File: config.mk
export PLATFORM = sky130hd
export DESIGN_NAME = psr_fifo
export DESIGN_NICKNAME = d
export VERILOG_FILES = /design/src/rtl/core/psr_fifo.sv
export SDC_FILE = /design/constraint.sdc
export NUM_CORES = 1
export LEC_CHECK = 0
export BUFFER_PORTS_ARGS = -buffer_cell sky130_fd_sc_hd__clkbuf_2
export CORE_MARGIN = 5
export CORE_UTILIZATION = 45
export DETAILED_ROUTE_END_ITERATION = 8
export PLACE_DENSITY_LB_ADDON = 0.25
export SLEW_MARGIN = 20
export SYNTH_ARGS = -nofsm -noshare
export SYNTH_HDL_FRONTEND = slang
export SYNTH_SLANG_ARGS = --single-unit
File: constraint.sdc
create_clock -name clk -period 2 [get_ports clk]
set_input_delay 0.3 -clock clk [delete_from_list [all_inputs] [get_ports clk]]
set_output_delay 0.3 -clock clk [all_outputs]
set_load 0.03 [all_outputs]
File: src/rtl/core/psr_fifo.sv
// ----------------------------------------------------------------------------
// psr_fifo: small register queue
// Push/full on the write side, pop/empty on the read side; head is shown
// combinationally from the storage registers.
// ----------------------------------------------------------------------------
module psr_fifo #(
	parameter int WIDTH = 17,
	parameter int DEPTH = 2
) (
	input  logic             clk,
	input  logic             arst_n,
	input  logic             push,
	input  logic [WIDTH-1:0] wdata,
	output logic             full,
	input  logic             pop,
	output logic [WIDTH-1:0] rdata,
	output logic             empty
);

	localparam int AW = (DEPTH > 1) ? $clog2(DEPTH) : 1;

	logic [WIDTH-1:0] mem_q [DEPTH];
	logic [AW-1:0]    wr_q;
	logic [AW-1:0]    rd_q;
	logic [AW:0]      cnt_q;
	logic             push_ok;
	logic             pop_ok;

	assign full    = (cnt_q == (AW + 1)'(DEPTH));
	assign empty   = (cnt_q == '0);
	assign push_ok = push && !full;
	assign pop_ok  = pop && !empty;
	assign rdata   = mem_q[rd_q];

	always_ff @(posedge clk or negedge arst_n) begin
		if (!arst_n) begin
			wr_q  <= '0;
			rd_q  <= '0;
			cnt_q <= '0;
		end else begin
			if (push_ok)
				wr_q <= (wr_q == AW'(DEPTH - 1)) ? '0 : wr_q + 1'b1;
			if (pop_ok)
				rd_q <= (rd_q == AW'(DEPTH - 1)) ? '0 : rd_q + 1'b1;
			if (push_ok && !pop_ok)
				cnt_q <= cnt_q + 1'b1;
			else if (pop_ok && !push_ok)
				cnt_q <= cnt_q - 1'b1;
		end
	end

	always_ff @(posedge clk) begin
		if (push_ok)
			mem_q[wr_q] <= wdata;
	end

endmodule

==> reports/metrics.sh <==
RUN_STATUS='completed'
CTS.REPORTEDPATHS.CLKPINSLEW_NS=0.10
MIN-DELAY-PATH-CLASS='in2reg'
CTS-ROOT-TO-SINK-BUFFERS=2
P_PER_AREA_nW_PER_UM2=1522
WORSTSETUPPATHTYPE='reg2out'
SEQ_AREA_FRAC_SYNTH_PCT=76.06
VIAS_PER_CELL=4.542
TOP_LEVEL_PORTS=40
CRIT_END_ELEMENT='output port'
SLEW_VIOL_FINAL=0
DRIVE_ABOVE_1_SHARE_PCT=54.92
LAYOUT.CELLS.MOST_COMMON_LIST='clkbuf_2, edfxtp_1, mux2_4'
WORSTPATHARRIVAL_NS=1.44
CTS_MADE_BUFFERS=5
GRT_SETUP_UNREPAIRED='no'
FINALCLOCKSKEW_NS=0.005940
OVERFLOW=0
HPWL_AFTER_DETAILED_PLACEMENT_UM=1663
LAYOUT_COMMONEST_CELL='clkbuf_2'
COMPOUND_CELL_AREA_SHARE_OF_THE_YOSYS_NETLIST_PCT=0.3396
FP.DIEAREA_SQ_UM=4520
DRT-INITIAL-DRC-COUNT=14
DETAIL-ROUTE-ANTENNA-NETS=0
CRITICAL-PATH-SLOWEST-CELL='dfrtp_1'
SYNTH_TOP_FAMILY_BY_AREA='multiplexers'
LAYOUT_WORST_PATH_CYCLE_SHARE_PCT=86.88
ADDER_CELL_SHARE_OF_THE_SYNTHESIZED_AREA_PCT=0.8489
XOR_AND_XNOR_FRACTION_OF_THE_MAPPED_NETLIST_AREA_PCT=2.971
SETUP_VIOL=0
INITIAL_ANTENNA_VIOLATION_COUNT=0
FP.COREAREA_SQ_UM=3103
POST-SYNTH-TOP-AREA-FRACTION_PCT=69.27
ROUTABILITYCONGESTION=0.6061
NETLIST_INSTANCES=72
MAXIMUM_NUMBER_OF_PINS_ON_ONE_NET_BEFORE_GLOBAL_ROUTE_REPAIR=18
PLACEMENTROWS=20
PEAKVDDDROP_mV=0.7333
STARTING_DENSITY_OF_THE_CORE_PCT=47.50
SYN-NUM-NETS=94
YOSYS-TOP-CELLS-AREA='edfxtp_1, mux2_4, dfrtp_1'
SYNTHESIZED_AREA_PER_CELL_SQ_UM=20.47
NETLIST_AREA_SQ_UM=1474
DIE_W_UM=67.23
P_LEAK_nW=0.7462
MUX_CONTRIBUTION_TO_SYNTHESIZED_AREA_PCT=15.28
H_TREE_DEPTH=2
SETUP-TNS-FINAL_NS=0
CLOCK_INSERTION_DELAY_WORST_SKEW_NS=0.33
CRIT_FANOUT=10
YOSYS_WARNINGS=0
CTS_SETUP_BUFFERS=0
FINAL.MIN_CLOCK_PERIOD_NS=1.738
INSERTEDDIODECOUNT=0
CTS.HOLD.BUFFERS_ADDED=1
GRT_FIRST_PASS_WIRELENGTH_UM=3574
CRITICAL_PATH.MAX_STAGE_DELAY_NS=0.37
LAYOUT.NETS=143
SETUP_SLACK_NS=0.2624
VIA_COUNT_OF_THE_FIRST_GLOBAL_ROUTING_PASS=777
CTS_RESIZED=0
ROUTEDWLPERCELL_UM=13.72
DETAIL_ROUTE.DRC_VIOLATIONS=0
DETAILROUTE.VIA_COUNT=754
CTSROOTBUFFERMASTER='clkbuf_4'
MAX_SLEW.WORST_PIN.SLEW_NS=0.2377
TIMING.CRITICAL_PATH.CELLS='buf_4, mux2_4, clkbuf_2'
LAYOUT-AREA-OVERHEAD-VS-SYNTH_PCT=21.65
HOLD_VIOL_FINAL=0
DRV_CAP=0
PLACE_WORST_SETUP_SLACK_NS=0.4663
TIMING.CRITICAL_PATH.FROM_TYPE='register'
POSTSYNTHREGISTERBITS=38
GRT.TOTAL_USAGE_PCT=11.90
DIE-HEIGHT_UM=67.23
DRT_PRE_ANTENNA_ITERS=5
SYNTH_LARGEST_AREA_CELL='edfxtp_1'
CLOCK.FMAX_GHz=0.5755
DRT-TOTAL-WL_UM=2277
YOSYS.CELL_TYPES.COUNT=15
FILLERS=275
CTS_NUM_SINKS=38
CRIT_REQUIRED_NS=1.70
TRITONCTS='done'
SHARE_OF_SYNTHESIZED_CELL_AREA_IN_AND_OR_NAND_AND_NOR_GATES_PCT=1.868
WORST_SLEW_MARGIN_REL_PCT=84.05
PORTBUFFERS=39
stage by stage:
| step | instances | hold slack (ns) | util, % | instance area (sq um) | total power [mW] |
|---|---|---|---|---|---|
| final | 166 | 0.1574 | 57.78 | 1793 | 2.729 |
| after CTS | 166 | 0.1329 | 57.78 | 1793 | 2.772 |
| after floorplan | 72 | 0.004409 | - | 1474 | 2.108 |
| after detailed placement | 157 | 0.1165 | 55.52 | 1723 | 2.375 |
| after global routing | 166 | 0.1102 | 57.78 | 1793 | 2.897 |
| after global placement | 157 | 0.1146 | 55.52 | 1723 | 2.338 |
flip-flops by register name, indices dropped and copies added (netlist names):
name,count
cnt_q,2
mem_q,34
rd_q,1
wr_q,1
critical path: cells and delay by family, from the launching register on:
family	cells	cell delay (ns)
buf+inv	2	0.41
mux	1	0.32
flops	1	0.37
kinds of logic (layout without fill, tap and decap cells):
logic type                 after synthesis  in the layout
muxes                                   17             17
buffers and inverters                    4             54
and+or+nand+nor                          6              6
AOI/OAI and AO/OA                        1              1
adders and majority gates                1              1
xor gates and xnor gates                 5              5
DFF                                     38             38
path summary, 6_finish.rpt:
| path | start | depth (start not counted) | slack [ns] | to |
|---|---|---|---|---|
| max | rd_q$_DFFE_PN0P_ | 3 | 0.26 | rdata[6] |
| min | wdata[14] | 1 | 0.16 | mem_q[1][14]$_DFFE_PP_ |
| max reg2reg | cnt_q[0]$_DFFE_PN0P_ | 6 | 0.45 | cnt_q[1]$_DFFE_PN0P_ |
| min reg2reg | wr_q$_DFFE_PN0P_ | 1 | 0.51 | wr_q$_DFFE_PN0P_ |
| max in group asynchronous | arst_n | 2 | 1.56 | cnt_q[1]$_DFFE_PN0P_ |
| min in group asynchronous | arst_n | 2 | 0.31 | wr_q$_DFFE_PN0P_ |
cells in the mapped netlist:
cell      instances
edfxtp_1         34
mux2_4            9
mux2_2            8
dfrtp_1           4
nor2_1            3
xnor2_1           3
inv_1             2
xor2_1            2
and3_1            1
buf_12            1
buf_6             1
ha_1              1
nand2_1           1
nand2b_1          1
o21ai_1           1
layer usage:
| metal | track usage, % | vias up | routed length, um | share of wire, % |
|---|---|---|---|---|
| met4 | 6.076 | 0 | 18 | 0.79 |
| met3 | 6.656 | 2 | 132 | 5.8 |
| met5 | 0 | - | 0 | 0 |
| met1 | 12.02 | 355 | 926 | 41 |
| li1 | - | 370 | - | - |
| met2 | 19.63 | 27 | 1200 | 53 |
cell type report:
type	instances	area, sq um	area share [%]
inverters	2	7.507	0.4187
clock inverters	1	5.005	0.2791
repair buffers	44	235.2	13.12
clock buffers	7	55.05	3.070
well taps	44	55.05	3.070
flip-flops and latches	38	1121	62.53
multi-input cells	30	314.1	17.52
report_power, final:
group	internal, mW	total, mW	switching (mW)
Sequential	1.09	1.17	0.0760
Combinational	0.456	1.16	0.709
Clock	0.170	0.393	0.223
Total	1.72	2.73	1.01
No activity file was read; power rests on OpenSTA's default activity.
