`src/rtl/core/psr_pkg.sv`:
```
// ----------------------------------------------------------------------------
// psr_pkg: shared constants and coefficient functions
// Defaults for the resampler, fixed field widths, and the elaboration-time
// generator of the windowed-sinc coefficient table.
// ----------------------------------------------------------------------------
package psr_pkg;

	localparam int PHASE_BITS_DEF   = 8;
	localparam int TAP_BITS_DEF     = 3;
	localparam int SAMPLE_WIDTH_DEF = 16;

	// coefficients are Q2.14
	localparam int COEF_W    = 16;
	localparam int COEF_FRAC = 14;

	// rate_step register
	localparam int STEP_W = 12;
	localparam logic [STEP_W-1:0] STEP_RESET = 12'd256;

	localparam logic [63:0] Q30_ONE = 64'd1 << 30;
	localparam logic [63:0] PI_Q30  = 64'd3373259426;

	// Shift-subtract division, elaboration use only.
	function automatic logic [63:0] udiv(input logic [63:0] n, input logic [63:0] d,
			input bit want_rem);
		logic [63:0] q;
		logic [63:0] r;
		q = '0;
		r = '0;
		for (int i = 63; i >= 0; i--) begin
			r = {r[62:0], n[i]};
			if (r >= d) begin
				r = r - d;
				q[i] = 1'b1;
			end
		end
		return want_rem ? r : q;
	endfunction

	// sin(t)/t for t in [0, pi/2], Q30 in and out
	function automatic logic [63:0] sinc_poly(input logic [63:0] t);
		logic [63:0] t2;
		logic [63:0] term;
		logic [63:0] sum;
		t2   = (t * t) >> 30;
		term = Q30_ONE;
		sum  = Q30_ONE;
		for (int k = 1; k <= 8; k++) begin
			term = (term * t2) >> 30;
			term = udiv(term, 64'((2 * k) * (2 * k + 1)), 1'b0);
			if (k % 2 == 1)
				sum = sum - term;
			else
				sum = sum + term;
		end
		return sum;
	endfunction

	// sinc(n/d) in signed Q30, d > 0
	function automatic longint sinc_ratio(input longint n, input logic [63:0] d);
		logic [63:0] a;
		logic [63:0] r;
		logic [63:0] t;
		logic [63:0] s;
		logic [63:0] den;
		logic [63:0] q;
		bit          neg;
		a   = (n < 0) ? 64'(-n) : 64'(n);
		neg = 1'b0;
		if (a == 64'd0)
			return longint'(Q30_ONE);
		r = udiv(a, d << 1, 1'b1);
		if (r >= d) begin
			r   = r - d;
			neg = 1'b1;
		end
		if ((r << 1) > d)
			r = d - r;
		t = udiv(PI_Q30 * r + (d >> 1), d, 1'b0);
		if ((a << 1) <= d)
			return longint'(sinc_poly(t));
		s   = (t * sinc_poly(t)) >> 30;
		den = udiv(PI_Q30 * a + (d >> 1), d, 1'b0);
		q   = udiv((s << 30) + (den >> 1), den, 1'b0);
		return neg ? -longint'(q) : longint'(q);
	endfunction

	// Coefficient of phase p, tap k (tap 0 multiplies the oldest sample)
	function automatic logic signed [COEF_W-1:0] coef_value(input int p, input int k,
			input int pb, input int tb);
		longint      nph;
		longint      nt;
		longint      len;
		longint      i;
		longint      h;
		longint      w;
		logic [63:0] mh;
		logic [63:0] mw;
		logic [63:0] m;
		nph = longint'(1) << pb;
		nt  = longint'(1) << tb;
		len = nph * nt;
		i   = (nt - 1 - longint'(k)) * nph + longint'(p);
		h   = sinc_ratio(i - (len >> 1), 64'(nph));
		w   = sinc_ratio(2 * i - (len - 1), 64'(len - 1));
		mh  = (h < 0) ? 64'(-h) : 64'(h);
		mw  = (w < 0) ? 64'(-w) : 64'(w);
		m   = (mh * mw + (64'd1 << 45)) >> 46;
		return ((h < 0) != (w < 0)) ? -COEF_W'(m) : COEF_W'(m);
	endfunction

endpackage

```
`src/rtl/core/psr_engine.sv`:
```
// ----------------------------------------------------------------------------
// psr_engine: back end of the resampler
// Takes queued samples into the delay line, tracks the fractional read
// position, and runs one shared multiply-accumulate per tap per output.
// ----------------------------------------------------------------------------
module psr_engine #(
	parameter int PHASE_BITS   = psr_pkg::PHASE_BITS_DEF,
	parameter int TAP_BITS     = psr_pkg::TAP_BITS_DEF,
	parameter int SAMPLE_WIDTH = psr_pkg::SAMPLE_WIDTH_DEF
) (
	input  logic                                clk,
	input  logic                                arst_n,
	input  logic [psr_pkg::STEP_W-1:0]          rate_step,
	// sample queue
	input  logic                                in_empty,
	output logic                                in_pop,
	input  logic signed [SAMPLE_WIDTH-1:0]      in_sample,
	input  logic                                in_last,
	// result queue
	input  logic                                res_full,
	output logic                                res_push,
	output logic signed [SAMPLE_WIDTH-1:0]      res_sample,
	output logic                                res_last,
	// coefficient ROM
	output logic [PHASE_BITS+TAP_BITS-1:0]      rom_addr,
	input  logic signed [psr_pkg::COEF_W-1:0]   rom_data
);
	import psr_pkg::*;

	localparam int NPHASES = 1 << PHASE_BITS;
	localparam int NTAPS   = 1 << TAP_BITS;
	localparam int FLOOR_B = (NPHASES + 63) / 64;
	localparam logic [STEP_W-1:0] STEP_FLOOR = STEP_W'((FLOOR_B > 4) ? FLOOR_B : 4);
	localparam int SUM_W   = STEP_W + 1;
	localparam int WAIT_W  = (TAP_BITS + 1 > STEP_W + 1 - PHASE_BITS) ?
		TAP_BITS + 1 : STEP_W + 1 - PHASE_BITS;
	localparam int PROD_W  = SAMPLE_WIDTH + COEF_W;
	localparam int ACC_W   = PROD_W + TAP_BITS + 1;
	localparam logic signed [ACC_W-1:0] SMAX = ACC_W'((longint'(1) << (SAMPLE_WIDTH - 1)) - 1);
	localparam logic signed [ACC_W-1:0] SMIN = -SMAX - ACC_W'(1);
	localparam logic signed [ACC_W-1:0] RND  = ACC_W'(1 << (COEF_FRAC - 1));

	typedef enum logic [1:0] {
		S_IDLE,
		S_MAC,
		S_EMIT
	} state_t;

	state_t                         state_q;
	logic signed [SAMPLE_WIDTH-1:0] dl_q [NTAPS];
	logic [PHASE_BITS-1:0]          phase_q;
	logic [WAIT_W-1:0]              wait_q;
	logic                           last_q;
	logic [TAP_BITS-1:0]            k_q;
	logic                           issue_q;
	logic                           vld_s1;
	logic                           vld_s2;
	logic [TAP_BITS-1:0]            k_s1;
	logic [TAP_BITS-1:0]            k_s2;
	logic signed [PROD_W-1:0]       prod_s2;
	logic signed [ACC_W-1:0]        acc_q;

	logic [STEP_W-1:0]              step_eff;
	logic [SUM_W-1:0]               pos_sum;
	logic [WAIT_W-1:0]              adv;
	logic [WAIT_W-1:0]              wait_dec;
	logic signed [PROD_W-1:0]       mul_d;
	logic signed [ACC_W-1:0]        rnd_d;
	logic signed [ACC_W-1:0]        shr_d;

	assign step_eff = (rate_step < STEP_FLOOR) ? STEP_FLOOR : rate_step;
	assign pos_sum  = SUM_W'(phase_q) + SUM_W'(step_eff);
	assign adv      = WAIT_W'(pos_sum >> PHASE_BITS);
	assign wait_dec = (wait_q == '0) ? '0 : wait_q - 1'b1;

	assign in_pop   = (state_q == S_IDLE) && !in_empty;
	assign res_push = (state_q == S_EMIT) && !res_full;
	assign res_last = (adv != '0);
	assign rom_addr = {phase_q, k_q};

	assign mul_d = dl_q[k_s1] * rom_data;

	// round half up at Q.14, then saturate
	assign rnd_d = acc_q + RND;
	assign shr_d = rnd_d >>> COEF_FRAC;
	always_comb begin
		if (shr_d > SMAX)
			res_sample = SAMPLE_WIDTH'(SMAX);
		else if (shr_d < SMIN)
			res_sample = SAMPLE_WIDTH'(SMIN);
		else
			res_sample = SAMPLE_WIDTH'(shr_d);
	end

	always_ff @(posedge clk or negedge arst_n) begin
		if (!arst_n) begin
			state_q <= S_IDLE;
			for (int j = 0; j < NTAPS; j++)
				dl_q[j] <= '0;
			phase_q <= '0;
			wait_q  <= WAIT_W'(NTAPS);
			last_q  <= 1'b0;
			k_q     <= '0;
			issue_q <= 1'b0;
			vld_s1  <= 1'b0;
			vld_s2  <= 1'b0;
			acc_q   <= '0;
		end else begin
			vld_s1 <= issue_q;
			vld_s2 <= vld_s1;
			if (vld_s2)
				acc_q <= acc_q + ACC_W'(prod_s2);

			case (state_q)
				S_IDLE: begin
					if (in_pop) begin
						for (int j = 0; j < NTAPS - 1; j++)
							dl_q[j] <= dl_q[j + 1];
						dl_q[NTAPS-1] <= in_sample;
						last_q <= in_last;
						if (wait_dec == '0) begin
							wait_q  <= '0;
							state_q <= S_MAC;
							k_q     <= '0;
							issue_q <= 1'b1;
							acc_q   <= '0;
						end else if (in_last) begin
							for (int j = 0; j < NTAPS; j++)
								dl_q[j] <= '0;
							phase_q <= '0;
							wait_q  <= WAIT_W'(NTAPS);
						end else begin
							wait_q <= wait_dec;
						end
					end
				end
				S_MAC: begin
					if (issue_q) begin
						k_q <= k_q + 1'b1;
						if (k_q == TAP_BITS'(NTAPS - 1))
							issue_q <= 1'b0;
					end
					if (vld_s2 && k_s2 == TAP_BITS'(NTAPS - 1))
						state_q <= S_EMIT;
				end
				S_EMIT: begin
					if (res_push) begin
						phase_q <= pos_sum[PHASE_BITS-1:0];
						if (adv == '0) begin
							// window still complete: next output from same input
							state_q <= S_MAC;
							k_q     <= '0;
							issue_q <= 1'b1;
							acc_q   <= '0;
						end else if (last_q) begin
							for (int j = 0; j < NTAPS; j++)
								dl_q[j] <= '0;
							phase_q <= '0;
							wait_q  <= WAIT_W'(NTAPS);
							state_q <= S_IDLE;
						end else begin
							wait_q  <= adv;
							state_q <= S_IDLE;
						end
					end
				end
				default: begin
					state_q <= S_IDLE;
				end
			endcase
		end
	end

	// datapath stages, no reset needed
	always_ff @(posedge clk) begin
		k_s1    <= k_q;
		k_s2    <= k_s1;
		prod_s2 <= mul_d;
	end

endmodule

```
`config.mk`:
```
export PLATFORM = sky130hd
export DESIGN_NAME = psr_engine
export DESIGN_NICKNAME = d
export VERILOG_FILES = /design/src/rtl/core/psr_pkg.sv /design/src/rtl/core/psr_engine.sv
export SDC_FILE = /design/constraint.sdc
export NUM_CORES = 1
export LEC_CHECK = 0
export BUFFER_PORTS_ARGS = -buffer_cell sky130_fd_sc_hd__buf_4
export CAP_MARGIN = 5
export CORE_UTILIZATION = 50
export DETAILED_ROUTE_END_ITERATION = 8
export HOLD_SLACK_MARGIN = 0.05
export PLACE_DENSITY = 0.67
export SLEW_MARGIN = 15
export SYNTH_ARGS = -nofsm -noshare
export SYNTH_HDL_FRONTEND = slang
export SYNTH_SLANG_ARGS = --single-unit
```
`constraint.sdc`:
```
create_clock -name clk -period 13.7 [get_ports clk]
set_input_delay 0.685 -clock clk [delete_from_list [all_inputs] [get_ports clk]]
set_output_delay 0.685 -clock clk [all_outputs]
set_load 0.05 [all_outputs]
```
==> out/qor.txt <==
======================================================================================
Post-Syn Nets                                                                     2566
Most prevalent standard cell on the critical path                                 fa_1
Synthesis Warnings                                                                   0
Area overhead of the layout relative to synthesis                               8.379%
Main flop type after synthesis                                                 dfrtp_1
Number of antenna violations at the first check in global routing                    0
Post-CTS resize count                                                                0
Clock Latency Late Sink                                                        0.55 ns
Series of cell instances along the critical path                          buf_4 > mux4_2 > mux2_2 > and2_1 > fa_1 > inv_1 > fa_1 > fa_1 > inv_1 > fa_1 > fa_1 > inv_1 > fa_1 > inv_1 > ha_1 > inv_1 > o211a_1 > a221oi_2 > a21o_1 > nor4_1 > o41ai_1 > a21oi_1 > xnor2_1
Sinks on Clock Net                                                                 224
Synthesized netlist cell count                                                    2124
Starting utilization of the core area                                           51.00%
Global route hottest layer                                                        met2
Met1 layer usage reported by global route                                       30.55%
Sort of element at the end of the critical path                              flip-flop
Dpl hpwl                                                                      36410 um
Total setup violations reported at the end of the flow                               0
Clock slew at reported path FFs                                                0.06 ns
M2 GR Usage                                                                     39.20%
Worst-Margin Slew                                                             1.014 ns
Setup crit start kind                                                        flip-flop
TNS Setup                                                                         0 ns
Fraction of synthesized cell area taken by the top area cell type               24.60%
Standard cell core area                                                      42130 um2
Fin. Hold Viols                                                                      0
Number of global-route vias before repair                                       16.02k
Ys async rst share                                                              83.04%
Clk Tree Root Cell                                                           clkbuf_16
Final #Nets                                                                       2587
Number of placement rows                                                            75
Area enclosed by the die boundary                                            43810 um2
Largest incremental delay on the critical path                                 0.59 ns
Vert. Die Dim                                                                 209.3 um
Die X                                                                         209.3 um
Cell types occupying the most area after synthesis                        fa_1 25%, dfrtp_1 22%, ha_1 7.5%
Count of max-cap constraint violations                                               0
Delay-heaviest family, CP                                                  adder cells
Synthesized cell area                                                        21490 um2
Data required time at the worst endpoint                                      14.13 ns
Via count                                                                       15.03k
Most repeated cell in the gate-level netlist after synthesis                     inv_1
Number of detailed-route iterations in the first pass                                5
Largest area contributor in the netlist                                           fa_1
Routed length per placed instance                                             17.59 um
Number of buffers inserted to repair setup after CTS                                 0
Hold WC Path Type                                                         primary input to asynchronous set/reset pin
Reg2reg setup slack                                                            6.10 ns
GR Layer Usage met3                                                             2.544%
Cts bufs inserted                                                                   26
GRT Overall Usage                                                               22.82%
Worst slew slack as a fraction of its limit                                     32.38%
Total length of routed wires                                                  47570 um
Period minus WS final                                                         7.600 ns
Maximum number of pins on one net before global-route repair                       104
Run status                                                                finished, final reports clean
CTS max path bufs                                                                    3
Number of distinct library cells after synthesis                                    77
Clock tree from TritonCTS                                                          yes
Violation count after the first detailed-route iteration                           779
Number of routed nets with antenna violations                                        0
Library cell contributing the largest single delay on the critical path         mux4_2
Count of buffer and inverter cells on the critical path                              6
Number of synthesized flops with an enable pin                                       0
Avg Cell Area, Syn                                                           10.12 um2
Final clock period utilization by the worst path                                55.47%
Proportion of synthesized chip area in sequential cells                         25.21%
Filler Cells Inserted                                                             3677
Vias per Instance                                                                5.557
Antenna cell count                                                                   0
Gp weighted congestion                                                          0.8852
Buffers added on ports                                                              78
Number of ports placed on the die boundary                                          79
Proportion of layout cells with a drive suffix above 1                          9.607%
# DRC                                                                                0
Number of buffers inserted by hold repair at cts                                     0
Max frequency                                                               0.1316 GHz
Worst Path Arrival                                                             8.03 ns
H-tree depth reported by CTS                                                         1
Synthesized flop and latch total                                                   224
Peak fanout along the critical path                                                 33
Worst setup path class                                                    flip-flop to flip-flop
Setup repair after global routing missed its margin                                 no
First-pass GRT wire length                                                    80700 um
Gr ovfl total                                                                        0
Top cells by instance count after synthesis                               341 x inv_1, 264 x fa_1, 185 x dfrtp_1
Count of pins over their slew limit                                                  0
Worst Skew                                                                  0.01061 ns
======================================================================================
## layer usage
layer	up-vias	share of wire [%]
met3	83	3.7
met5	-	0
met2	309	48
met4	0	3.0
li1	7060	-
met1	7573	45
## cell usage in the layout (no fill, tap or decap), types with 36 or more instances in the layout
cell type    n
inv_1      341
fa_1       264
dfrtp_1    184
nand2_1    167
a22o_1     138
ha_1       129
and2_1      99
buf_4       89
nor2_1      86
a21oi_1     75
xnor2_1     62
o21ai_0     47
dfxtp_1     37
nor2b_1     36
## through the flow
stage	hold WS, ns	worst slack (ns)	instance area (um2)	std cells	util [%]
CTS	0.2764	6.061	23290	2704	55.27
detailed placement	0.3455	6.066	22390	2656	53.14
global route	0.3105	5.571	23290	2704	55.27
finish	0.2171	6.100	23290	2704	55.27
floorplan	0.3290	6.552	21490	2124	-
global placement	0.3392	6.221	22390	2656	53.14
## flip-flops by register name, indices dropped and copies added, names as in the netlist
| register | flops |
|---|---|
| state_q | 2 |
| vld_s1 | 1 |
| last_q | 1 |
| phase_q | 8 |
| k_s1 | 3 |
| vld_s2 | 1 |
| prod_s2 | 32 |
| issue_q | 1 |
| wait_q | 5 |
| dl_q | 128 |
| acc_q | 36 |
| k_q | 3 |
| k_s2 | 3 |
## final cells by class
class                   count  area, um2  share of cell area, %
inverters                 341       1280                  5.496
clock buffers              33      729.5                  3.132
well taps                 539      674.4                  2.896
repair buffers             90      681.9                  2.928
flip-flops and latches    224       5419                  23.27
multi-input cells        1462      14340                  61.56
clock inverters            15      166.4                 0.7146
## logic make-up after synthesis
kind of cell	count (synthesis)	share of synthesized area, %
AOI/OAI and AO/OA	408	14.00
xor gates and xnor gates	88	3.587
adders and majority gates	393	32.11
buffers and inverters	438	8.158
DFF	224	25.21
muxes	74	5.404
and+or+nand+nor	499	11.53
## path summary, 6_finish.rpt
| kind | startpoint | end | cells after the start |
|---|---|---|---|
| worst min register to register | vld_s1 | vld_s2 | 0 |
| worst max-delay path | k_s1[0] | prod_s2[25] | 23 |
| worst min-delay path | arst_n | dl_q[16] | 1 |
| max in group asynchronous | arst_n | dl_q[60] | 2 |
| min in group clk | in_sample[11] | dl_q[11] | 2 |
| worst max register to register | k_s1[0] | prod_s2[25] | 23 |
Power is left out: the tool's default activity adds up to more than one toggle a clock period on the data nets, which glitch-free logic cannot reach.
